$ cat config.mk
export PLATFORM = sky130hd
export DESIGN_NAME = intel_hex_record_parser
export DESIGN_NICKNAME = d
export VERILOG_FILES = /design/src/hw/rtl/ihex_pkg.sv /design/src/hw/rtl/ihex_decode.sv /design/src/hw/rtl/intel_hex_record_parser.sv
export SDC_FILE = /design/constraint.sdc
export NUM_CORES = 1
export LEC_CHECK = 0
export ABC_CLOCK_PERIOD_IN_PS = 4150
export BUFFER_PORTS_ARGS = -buffer_cell sky130_fd_sc_hd__buf_4
export CAP_MARGIN = 40
export CORE_MARGIN = 10
export CORE_UTILIZATION = 54
export CTS_CLUSTER_DIAMETER = 80
export DETAILED_ROUTE_END_ITERATION = 8
export PLACE_DENSITY = 0.82
export SYNTH_ARGS = -nofsm -noshare
export SYNTH_HDL_FRONTEND = slang
export SYNTH_SLANG_ARGS = --single-unit
$ cat constraint.sdc
create_clock -name clk_i -period 4.15 [get_ports clk_i]
set_input_delay 0.2075 -clock clk_i [delete_from_list [all_inputs] [get_ports clk_i]]
set_output_delay 0.2075 -clock clk_i [all_outputs]
set_load 0.03 [all_outputs]
$ cat src/hw/rtl/ihex_pkg.sv
// shared types, codes and helpers for the intel hex record parser
`timescale 1ns / 1ps
`default_nettype none
package ihex_pkg;

  localparam int MaxLineCharsDef = 512;

  localparam int PhaseW = 3;
  localparam logic [PhaseW-1:0] PH_WAIT    = 3'd0;
  localparam logic [PhaseW-1:0] PH_COUNT   = 3'd1;
  localparam logic [PhaseW-1:0] PH_ADDR_HI = 3'd2;
  localparam logic [PhaseW-1:0] PH_ADDR_LO = 3'd3;
  localparam logic [PhaseW-1:0] PH_TYPE    = 3'd4;
  localparam logic [PhaseW-1:0] PH_DATA    = 3'd5;
  localparam logic [PhaseW-1:0] PH_CSUM    = 3'd6;

  typedef enum logic [2:0] {
    KIND_DATA     = 3'd0,
    KIND_OK       = 3'd1,
    KIND_CSUM_ERR = 3'd2,
    KIND_EOF      = 3'd3,
    KIND_FORMAT   = 3'd4,
    KIND_IGNORED  = 3'd5
  } kind_e;

  localparam logic [7:0] REC_DATA    = 8'h00;
  localparam logic [7:0] REC_EOF     = 8'h01;
  localparam logic [7:0] REC_SEGMENT = 8'h02;

  localparam logic [7:0] CHAR_COLON = 8'h3a;

  typedef struct packed {
    logic [PhaseW-1:0] phase;
    logic [3:0]        nib_hi;
    logic              nib_second;
    logic [7:0]        bytes_left;
    logic [15:0]       line_addr;
    logic [15:0]       seg_base;
    logic [7:0]        type_field;
    logic [7:0]        sum;
    logic              finished;
  } state_t;

  typedef struct packed {
    logic        valid;
    kind_e       kind;
    logic [20:0] byte_address;
    logic [7:0]  data_byte;
    logic [7:0]  record_kind;
  } result_t;

  typedef struct packed {
    logic       ok;
    logic [3:0] val;
  } hex_t;

  function automatic hex_t hex_decode(input logic [7:0] c);
    hex_t h;
    h.ok  = 1'b0;
    h.val = 4'd0;
    if (c >= 8'h30 && c <= 8'h39) begin
      h.ok  = 1'b1;
      h.val = 4'(c - 8'h30);
    end else if (c >= 8'h41 && c <= 8'h46) begin
      h.ok  = 1'b1;
      h.val = 4'(c - 8'h37);
    end else if (c >= 8'h61 && c <= 8'h66) begin
      h.ok  = 1'b1;
      h.val = 4'(c - 8'h57);
    end
    return h;
  endfunction

endpackage
`default_nettype wire

$ cat src/hw/rtl/ihex_decode.sv
// per-character next-state and result logic of the record parser
`timescale 1ns / 1ps
`default_nettype none
module ihex_decode import ihex_pkg::*; #(
  parameter int MaxLineChars = MaxLineCharsDef
) (
  input  state_t     st_i,
  input  logic [7:0] char_i,
  output state_t     st_o,
  output result_t    res_o
);

  localparam int LenW = 12;
  localparam logic [LenW-1:0] LenLimit = LenW'(MaxLineChars);

  hex_t            hex;
  logic [7:0]      b;
  logic [7:0]      left_dec;
  logic [LenW-1:0] line_len;

  always_comb begin
    hex      = hex_decode(char_i);
    b        = {st_i.nib_hi, hex.val};
    left_dec = st_i.bytes_left - 8'd1;
    line_len = LenW'({b, 1'b0}) + LenW'(11);

    st_o               = st_i;
    res_o.valid        = 1'b0;
    res_o.kind         = KIND_DATA;
    res_o.byte_address = '0;
    res_o.data_byte    = '0;
    res_o.record_kind  = st_i.type_field;

    if (st_i.finished) begin
      st_o = st_i;
    end else if (st_i.phase == PH_WAIT || st_i.phase > PH_CSUM) begin
      st_o.phase = PH_WAIT;
      if (char_i == CHAR_COLON) begin
        st_o.phase      = PH_COUNT;
        st_o.nib_hi     = '0;
        st_o.nib_second = 1'b0;
        st_o.bytes_left = '0;
        st_o.line_addr  = '0;
        st_o.type_field = '0;
        st_o.sum        = '0;
      end
    end else if (!hex.ok) begin
      res_o.valid = 1'b1;
      res_o.kind  = KIND_FORMAT;
      st_o.phase  = PH_WAIT;
      if (char_i == CHAR_COLON) begin
        st_o.phase      = PH_COUNT;
        st_o.nib_hi     = '0;
        st_o.nib_second = 1'b0;
        st_o.bytes_left = '0;
        st_o.line_addr  = '0;
        st_o.type_field = '0;
        st_o.sum        = '0;
      end
    end else if (!st_i.nib_second) begin
      st_o.nib_hi     = hex.val;
      st_o.nib_second = 1'b1;
    end else begin
      st_o.nib_second = 1'b0;
      st_o.sum        = st_i.sum + b;
      unique case (st_i.phase)
        PH_COUNT: begin
          st_o.bytes_left = b;
          if (line_len > LenLimit) begin
            st_o.phase  = PH_WAIT;
            res_o.valid = 1'b1;
            res_o.kind  = KIND_FORMAT;
          end else begin
            st_o.phase = PH_ADDR_HI;
          end
        end
        PH_ADDR_HI: begin
          st_o.line_addr = {b, 8'h00};
          st_o.phase     = PH_ADDR_LO;
        end
        PH_ADDR_LO: begin
          st_o.line_addr = {st_i.line_addr[15:8], b};
          st_o.phase     = PH_TYPE;
        end
        PH_TYPE: begin
          st_o.type_field = b;
          if (b == REC_SEGMENT) begin
            st_o.line_addr = '0;
          end
          st_o.phase = (st_i.bytes_left != 8'd0) ? PH_DATA : PH_CSUM;
        end
        PH_DATA: begin
          st_o.bytes_left = left_dec;
          if (left_dec == 8'd0) begin
            st_o.phase = PH_CSUM;
          end
          if (st_i.type_field == REC_DATA) begin
            res_o.valid        = 1'b1;
            res_o.kind         = KIND_DATA;
            res_o.byte_address = {1'b0, st_i.seg_base, 4'h0} + {5'd0, st_i.line_addr};
            res_o.data_byte    = b;
            st_o.line_addr     = st_i.line_addr + 16'd1;
          end else if (st_i.type_field == REC_SEGMENT) begin
            st_o.line_addr = {st_i.line_addr[7:0], b};
          end
        end
        default: begin
          st_o.phase  = PH_WAIT;
          res_o.valid = 1'b1;
          if (st_i.type_field == REC_DATA) begin
            res_o.kind = (st_o.sum == 8'd0) ? KIND_OK : KIND_CSUM_ERR;
          end else if (st_i.type_field == REC_EOF) begin
            if (st_o.sum != 8'd0) begin
              res_o.kind = KIND_CSUM_ERR;
            end else begin
              res_o.kind    = KIND_EOF;
              st_o.finished = 1'b1;
            end
          end else if (st_i.type_field == REC_SEGMENT) begin
            if (st_o.sum != 8'd0) begin
              res_o.kind = KIND_CSUM_ERR;
            end else begin
              res_o.kind    = KIND_OK;
              st_o.seg_base = st_i.line_addr;
            end
          end else begin
            res_o.kind = KIND_IGNORED;
          end
        end
      endcase
    end
  end

endmodule
`default_nettype wire

$ cat src/hw/rtl/intel_hex_record_parser.sv
// top level of the intel hex record parser
// usage:
//   input channel: one ascii character per item on char_in_i, valid/ready
//   output channel: at most one result item per character, valid/ready;
//   kind_o tells data byte, record ok, checksum error, end of file,
//   format error or record ignored; byte_address_o and data_byte_o
//   carry the decoded byte for data items, record_kind_o the record type
//   throughput: one character per cycle, sustained unless the receiver stalls
//   after a character is accepted its result reaches the output through
//   the input register, then the result register
//   characters that give no result leave the result register untouched
//   when the receiver stalls the result register holds its item and the
//   input register fills; ready drops only once both are occupied
//   reset clears both registers and the parser returns to waiting for
//   a colon with a zero segment base
//   after a good end of file record every character is consumed silently
`timescale 1ns / 1ps
`default_nettype none
module intel_hex_record_parser import ihex_pkg::*; #(
  parameter int MaxLineChars = MaxLineCharsDef
) (
  input  wire logic        clk_i,
  input  wire logic        rst_ni,
  input  wire logic        in_valid_i,
  output logic             in_ready_o,
  input  wire logic [7:0]  char_in_i,
  output logic             out_valid_o,
  input  wire logic        out_ready_i,
  output logic [2:0]       kind_o,
  output logic [20:0]      byte_address_o,
  output logic [7:0]       data_byte_o,
  output logic [7:0]       record_kind_o
);

  logic       in_vld_q;
  logic [7:0] char_q;
  logic       advance;
  state_t     st_q, st_d;
  result_t    res;
  logic       out_vld_q, out_vld_d;
  result_t    out_q;

  ihex_decode #(
    .MaxLineChars(MaxLineChars)
  ) u_decode (
    .st_i  (st_q),
    .char_i(char_q),
    .st_o  (st_d),
    .res_o (res)
  );

  assign advance    = in_vld_q && (!out_vld_q || out_ready_i);
  assign in_ready_o = !in_vld_q || advance;
  assign out_vld_d  = advance ? res.valid : (out_vld_q && !out_ready_i);

  always_ff @(posedge clk_i or negedge rst_ni) begin
    if (!rst_ni) begin
      in_vld_q  <= 1'b0;
      out_vld_q <= 1'b0;
      st_q      <= '0;
    end else begin
      if (in_ready_o) begin
        in_vld_q <= in_valid_i;
      end
      out_vld_q <= out_vld_d;
      if (advance) begin
        st_q <= st_d;
      end
    end
  end

  always_ff @(posedge clk_i) begin
    if (in_valid_i && in_ready_o) begin
      char_q <= char_in_i;
    end
    if (advance && res.valid) begin
      out_q <= res;
    end
  end

  assign out_valid_o    = out_vld_q;
  assign kind_o         = out_q.kind;
  assign byte_address_o = out_q.byte_address;
  assign data_byte_o    = out_q.data_byte;
  assign record_kind_o  = out_q.record_kind;

endmodule
`default_nettype wire
Yosys cells after proc, flatten, opt, wreduce, memory -nomap -nowiden

Index checks and enable logic that the tools add are counted.

Flip-flop bits (word level): 115
Word-level logic and storage cells: 146
Input bits: 12
Output and inout bits: 42

Order comparisons: 8
Reductions and logical operators: 33
Bitwise logic cells: 9
Equal/unequal tests: 19
$add $sub $neg: 8
Mux-type cells: 51

Operators by type and width:

| kind                    | count |
|---|---|
| $mux W16                | 11 |
| $mux W33                | 4 |
| $mux W32                | 2 |
| $pmux W16 S4            | 1 |
| $mux W29                | 2 |
| $mux W57                | 1 |
| $mux W30                | 1 |
| $logic_not A8 Y1        | 3 |
| $add A20 B16 Y21        | 1 |
| $add A16 B1 Y16 const B | 1 |
| $eq A8 B2 Y1 const B    | 2 |
| $ge A8 B7 Y1 const B    | 2 |
| $le A8 B7 Y1 const B    | 2 |
| $pmux W8 S2             | 1 |
| $reduce_bool A8 Y1      | 2 |
| $mux W3                 | 5 |
| $mux W5                 | 3 |
| $pmux W3 S5             | 1 |
| $gt A12 B10 Y1 const B  | 1 |
| $mux W4                 | 3 |
| $ne A3 B3 Y1 const B    | 4 |
| $ne A4 B4 Y1 const B    | 3 |
| $pmux W4 S3             | 1 |
| $reduce_and A4 Y1       | 3 |
| 33 further kinds        | 68 |

Longest topological paths before layout

Depth in word-level cells: 17
Gate-level depth with buffers: 18
Mapped depth without buffers: 15

Modules after synthesis

Synthesis repeated with hierarchy kept, for this count alone.

Cell total of the unflattened synthesis: 728
Area total of the unflattened synthesis: 7813.7 µm²

Modules (own cells, without submodules):

| module                  | cells an instance | instances | seq. area each (µm²) | area an instance (µm²) |
|---|---|---|---|---|
| intel_hex_record_parser | 196               | 1         | 3118.0               | 4222.8 |
| ihex_decode             | 532               | 1         | 0.0                  | 3590.9 |

Worst setup path before layout

No wires, ideal clock.

Path type: register to register
Start point: register char_q[0]
End point: register out_q (netlist bit byte_address_o[0]), enable pin
Arrival: 3.839 ns
Stages on the path, launching flop included: 11
Library setup time: 0.437 ns
Path slack: -0.126 ns
Clock period less this slack: 4.276 ns
Required time: 3.713 ns
Buffers on the path: 1
Cells stage by stage: edfxtp_1 > inv_1 > ha_1 > o21ba_2 > o21a_1 > buf_2 > o31ai_1 > o311ai_0 > nor3_1 > nor4_1 > nor2_1

Cells in the longest elaborated chain, start to end: 14
Elaborated cells on any way between the ends: 24
Those cells by class: add/sub: 4; order compare: 7; mux: 9; reduce/logical: 4

RTL lines:

| element                                             | line                          | RTL |
|---|---|---|
| start: declaration                                  | intel_hex_record_parser.sv:36 | `logic [7:0] char_q;` |
| start signal: assignment                            | intel_hex_record_parser.sv:74 | `char_q <= char_in_i;` |
| $ge A8 B7 Y1 / $le A8 B7 Y1 (equally long branches) | ihex_pkg.sv:67                | `end else if (c >= 8'h61 && c <= 8'h66) begin` |
| $logic_and A1 B1 Y1                                 | ihex_pkg.sv:67                |  |
| $mux W5                                             | ihex_pkg.sv:67                |  |
| $mux W5                                             | ihex_pkg.sv:64                | `end else if (c >= 8'h41 && c <= 8'h46) begin` |
| $mux W5 (*)                                         | ihex_pkg.sv:61                | `if (c >= 8'h30 && c <= 8'h39) begin` |
| $add A9 B4 Y10                                      | ihex_decode.sv:25             | `line_len = LenW'({b, 1'b0}) + LenW'(11);` |
| $gt A12 B10 Y1                                      | ihex_decode.sv:69             | `if (line_len > LenLimit) begin` |
| $mux W4                                             | ihex_decode.sv:69             |  |
| $pmux W4 S3                                         | ihex_decode.sv:66             | `unique case (st_i.phase)` |
| $mux W33                                            | ihex_decode.sv:60             | `end else if (!st_i.nib_second) begin` |
| $mux W4 (*)                                         | ihex_decode.sv:47             | `end else if (!hex.ok) begin` |
| $mux W33 (*)                                        | ihex_decode.sv:36             | `end else if (st_i.phase == PH_WAIT \|\| st_i.phase > PH_CSUM) begin` |
| $mux W33 (*)                                        | ihex_decode.sv:34             | `if (st_i.finished) begin` |
| $logic_and A1 B1 Y1 (*)                             | intel_hex_record_parser.sv:76 | `if (advance && res.valid) begin` |
| end signal: assignment                              | intel_hex_record_parser.sv:77 | `out_q <= res;` |
| end: declaration                                    | intel_hex_record_parser.sv:41 | `result_t out_q;` |

Every way passes the cells marked *; elsewhere a longest branch is shown, timed or not.
A chain may end at the register's enable or synchronous reset.

==> impl_results.md <==
* Internal power at roughly 2.3 mW
* Top-count cell post-synth: dfrtp_1
* Full die area at ~17,000 sq um
* Synth Flop Type: dfrtp_1
* Ant. Diodes at 0
* Cell count along the critical path at 16
* Min-delay worst type: input port to register
* Worst-path fanout max at 16
* # IOs at 54
* MaxCap Viol Count at 0
* Detailed placement HPWL at 12,100 um
* Worst r2r src: char_q[0]
* Cell variety after synth at 65
* CTS tree: done
* Core Box Area at around 12,000 sq um
* Mean cell area of the mapped netlist at roughly 10 sq um
* Vias post-DR at 5,519
* Cells after synthesis at roughly 630
* Worst r2r dst: st_q[25]
* HP Start: out_ready_i
* Core Rows at 39
* Wire per inst at between 15 and 20 um
* Largest net degree at the start of global routing at 54
* DRT iter0 DRCs at 537
* Syn. warnings at 0
* Final worst slack at ~0.17 ns
* Pwr Density at roughly 360 nW/um^2
* Status: completed
* Max Freq at between 0.2 and 0.3 GHz
* Share of post-route cells with drive strength above 1 at between 20% and 30%
* Largest cells by area after synthesis: dfrtp_1 (26%), edfxtp_1 (22%), ha_1 (5.2%)
* Critical path class: register to register
* Crit path buf inv count at 3
* CP required at 4.46 ns
* First-pass GRT wire length at 28,000 um
* CP Launch Type: register
* CP Cell Sequence: inv_2, ha_2, o21ba_2, o21a_4, or2_1, nand2_1, inv_2, ha_1, and3_1, a221o_1, o22ai_1, xor2_1, xor2_1, nand4b_4, buf_12, mux2_1
* Skew final at ~0.0083 ns
* Post-synthesis sequential area ratio at a little under 50%
* Crit end category: register
* Hold slack at between 0.1 and 0.15 ns
* Residual DRC at 0
* R2R setup slack at between 0.15 and 0.2 ns
* Total Routing Usage GR at approximately a fifth
* EDFF count, synth at 48
* Hold Path Stages at 3
* Final Hold Viols at 0
* Sw frac at 20.6%
* Die Y at between 100 and 150 um
* Worst slew pin tran at a little over 0.9 ns
* Top cells by instance count after synthesis: dfrtp_1 (67), nor2_1 (60), edfxtp_1 (48), o21ai_0 (45), nand2_1 (35)
* Clock Power Share at roughly 54%
* H-tree depth at 4
* Syn nets at 673
* Final Wtd Congestion at around 0.95
* Initial cell density of the core at a little under three fifths
* Slew Viols, Final at 0
* Critical-path top delay cell: edfxtp_1
* Via-to-Cell Ratio at roughly 6.3
* Psw at a little under 0.6 mW
* Grt total ovfl at 0
* Seq pwr share at 42.2%
* Die Width at roughly 130 um
* Final Net Count at 763
* Flops & latches, synth at about 120
* WHS Endpoint: out_valid_o
* DR pass1 iterations at 5
* Vias in the first global route at 5,472
* R2R depth at 16
* Area Growth Syn to Fin at 23.3%
* Sink Count at 115
* Clk slew on worst S/H paths at around 0.05 ns
* Clock period minus worst slack at around 4.0 ns
* Clk_lat worst skew at about 0.42 ns
* Final setup vio count at 0
* Max Root-Sink Buffers at 2
* Critical path arrival at approximately 4.3 ns
* Logic pwr share at under 10%
* Wirelength, routed at 17,300 um
* Post-synth ARST share at 58.3%
* Max-Slew Margin vs Limit at a little under 40%
* CP peak stage delay at between 0.4 and 0.5 ns
* Post-synthesis instance area at ~6400 sq um
* CTS root buf: clkbuf_16
* Antenna viol nets, final at 0
* Delay-heaviest family, CP: compound AO/OA/AOI/OAI gates
* Period Utilization, post-route at 95.9%
* CTS Buf Count at 17
* Worst slack at placement at -0.0558 ns
* Peak VDD IR at 0.000236 V
* IO buf count at 53
* Static Leak at 3.51 nW
* Post-synth top area share at 26.0%
* Synth area leader: dfrtp_1
* Initial antenna violation count at 0
==> state kept, by name, indices dropped and copies added, names as in the netlist <==
signal	cells
byte_address_o	21
char_q	8
data_byte_o	8
in_vld_q	1
kind_o	3
out_valid_o	1
record_kind_o	8
st_q	65
==> stage by stage <==
stage | total power, mW | instances | TNS (ns) | util (%) | instance area (sq um)
finish | 2.84 | 878 | 0 | 68.7 | 7950
global route | 2.91 | 878 | -0.0125 | 68.7 | 7950
CTS | 2.84 | 875 | 0 | 68.3 | 7900
global placement | 1.31 | 830 | 0 | 61.6 | 7120
detailed placement | 1.32 | 832 | -0.344 | 62.0 | 7170
floorplan | 1.27 | 632 | 0 | - | 6460
==> logic make-up after synthesis <==
kind of cell	after synthesis	share of synthesized area, %
AO/OA/AOI/OAI	172	17.7
XOR/XNOR	30	4.08
AND/OR/NAND/NOR	212	17.0
buffers and inverters	52	3.14
multiplexers	22	3.80
flip-flops	115	48.4
adder cells (fa/ha/maj)	29	5.86
==> routing by layer <==
layer / routed length [um] / vias to the layer above / track usage (%) / part of all wire (%)
met5: 0 / - / 0 / 0
met4: 556 / 0 / 10.9 / 3.2
met3: 1260 / 50 / 4.73 / 7.3
met2: 8520 / 251 / 35.5 / 49
li1: - / 2530 / - / -
met1: 6920 / 2688 / 24.9 / 40
==> worst min-delay path: stages <==
cell and delay (ns):
buf_4 0.09, nand2b_1 0.13, o21ai_0 0.09
==> worst max path at each step <==
stage | startpoint | slack, ns | to
2_1_floorplan | char_q[0] | 0.03 | st_q[25]
3_5_place_dp | char_q[0] | -0.06 | st_q[25]
4_1_cts | char_q[0] | 0.04 | st_q[25]
5_1_grt | char_q[0] | -0.01 | st_q[25]
3_3_place_gp | char_q[0] | 0.17 | st_q[25]
6_report | char_q[0] | 0.17 | st_q[25]
==> power by group through the flow <==
stage	registers (mW)	clock network (mW)	logic, mW
after floorplan	1.21	0	0.0507
after global placement	1.22	0	0.0968
after detailed placement	1.22	0	0.102
after CTS	1.20	1.53	0.110
after global routing	1.20	1.59	0.130
final	1.20	1.52	0.120
==> timing repair <==
action                                  4_1_cts  5_1_grt
hold buffers                                 10        0
endpoints found under the setup margin       16       19
resized for setup                             0        8
buffers inserted                              1        3
hold endpoints to repair                     76        0
pin swaps                                     1        4
==> cell usage in the layout (no fill, tap or decap), drive strengths merged, types with 7 or more instances in the layout <==
master / synthesis / final
buf: 6 / 83
dfrtp: 67 / 67
nor2: 60 / 60
edfxtp: 48 / 48
o21ai: 48 / 48
nand2: 35 / 35
a21oi: 33 / 33
inv: 30 / 30
nor3: 28 / 28
ha: 27 / 27
clkbuf: 16 / 21
mux2: 20 / 20
nand3: 19 / 19
xor2: 17 / 17
a22o: 17 / 17
and3: 17 / 17
xnor2: 13 / 13
a31oi: 12 / 12
a211oi: 12 / 12
dlygate4sd3: 0 / 10
nand2b: 7 / 7
o2bb2ai: 7 / 7
o21a: 7 / 7
==> area by class of cell <==
cell class / count / area (sq um)
clock buffer: 21 / 450
clock inverter: 11 / 159
fill: 818 / 3610
inverter: 30 / 113
multi-input combinational: 465 / 3160
sequential: 115 / 3120
tap: 143 / 179
timing repair buffer: 93 / 768
(Power assumes the default switching activity.)
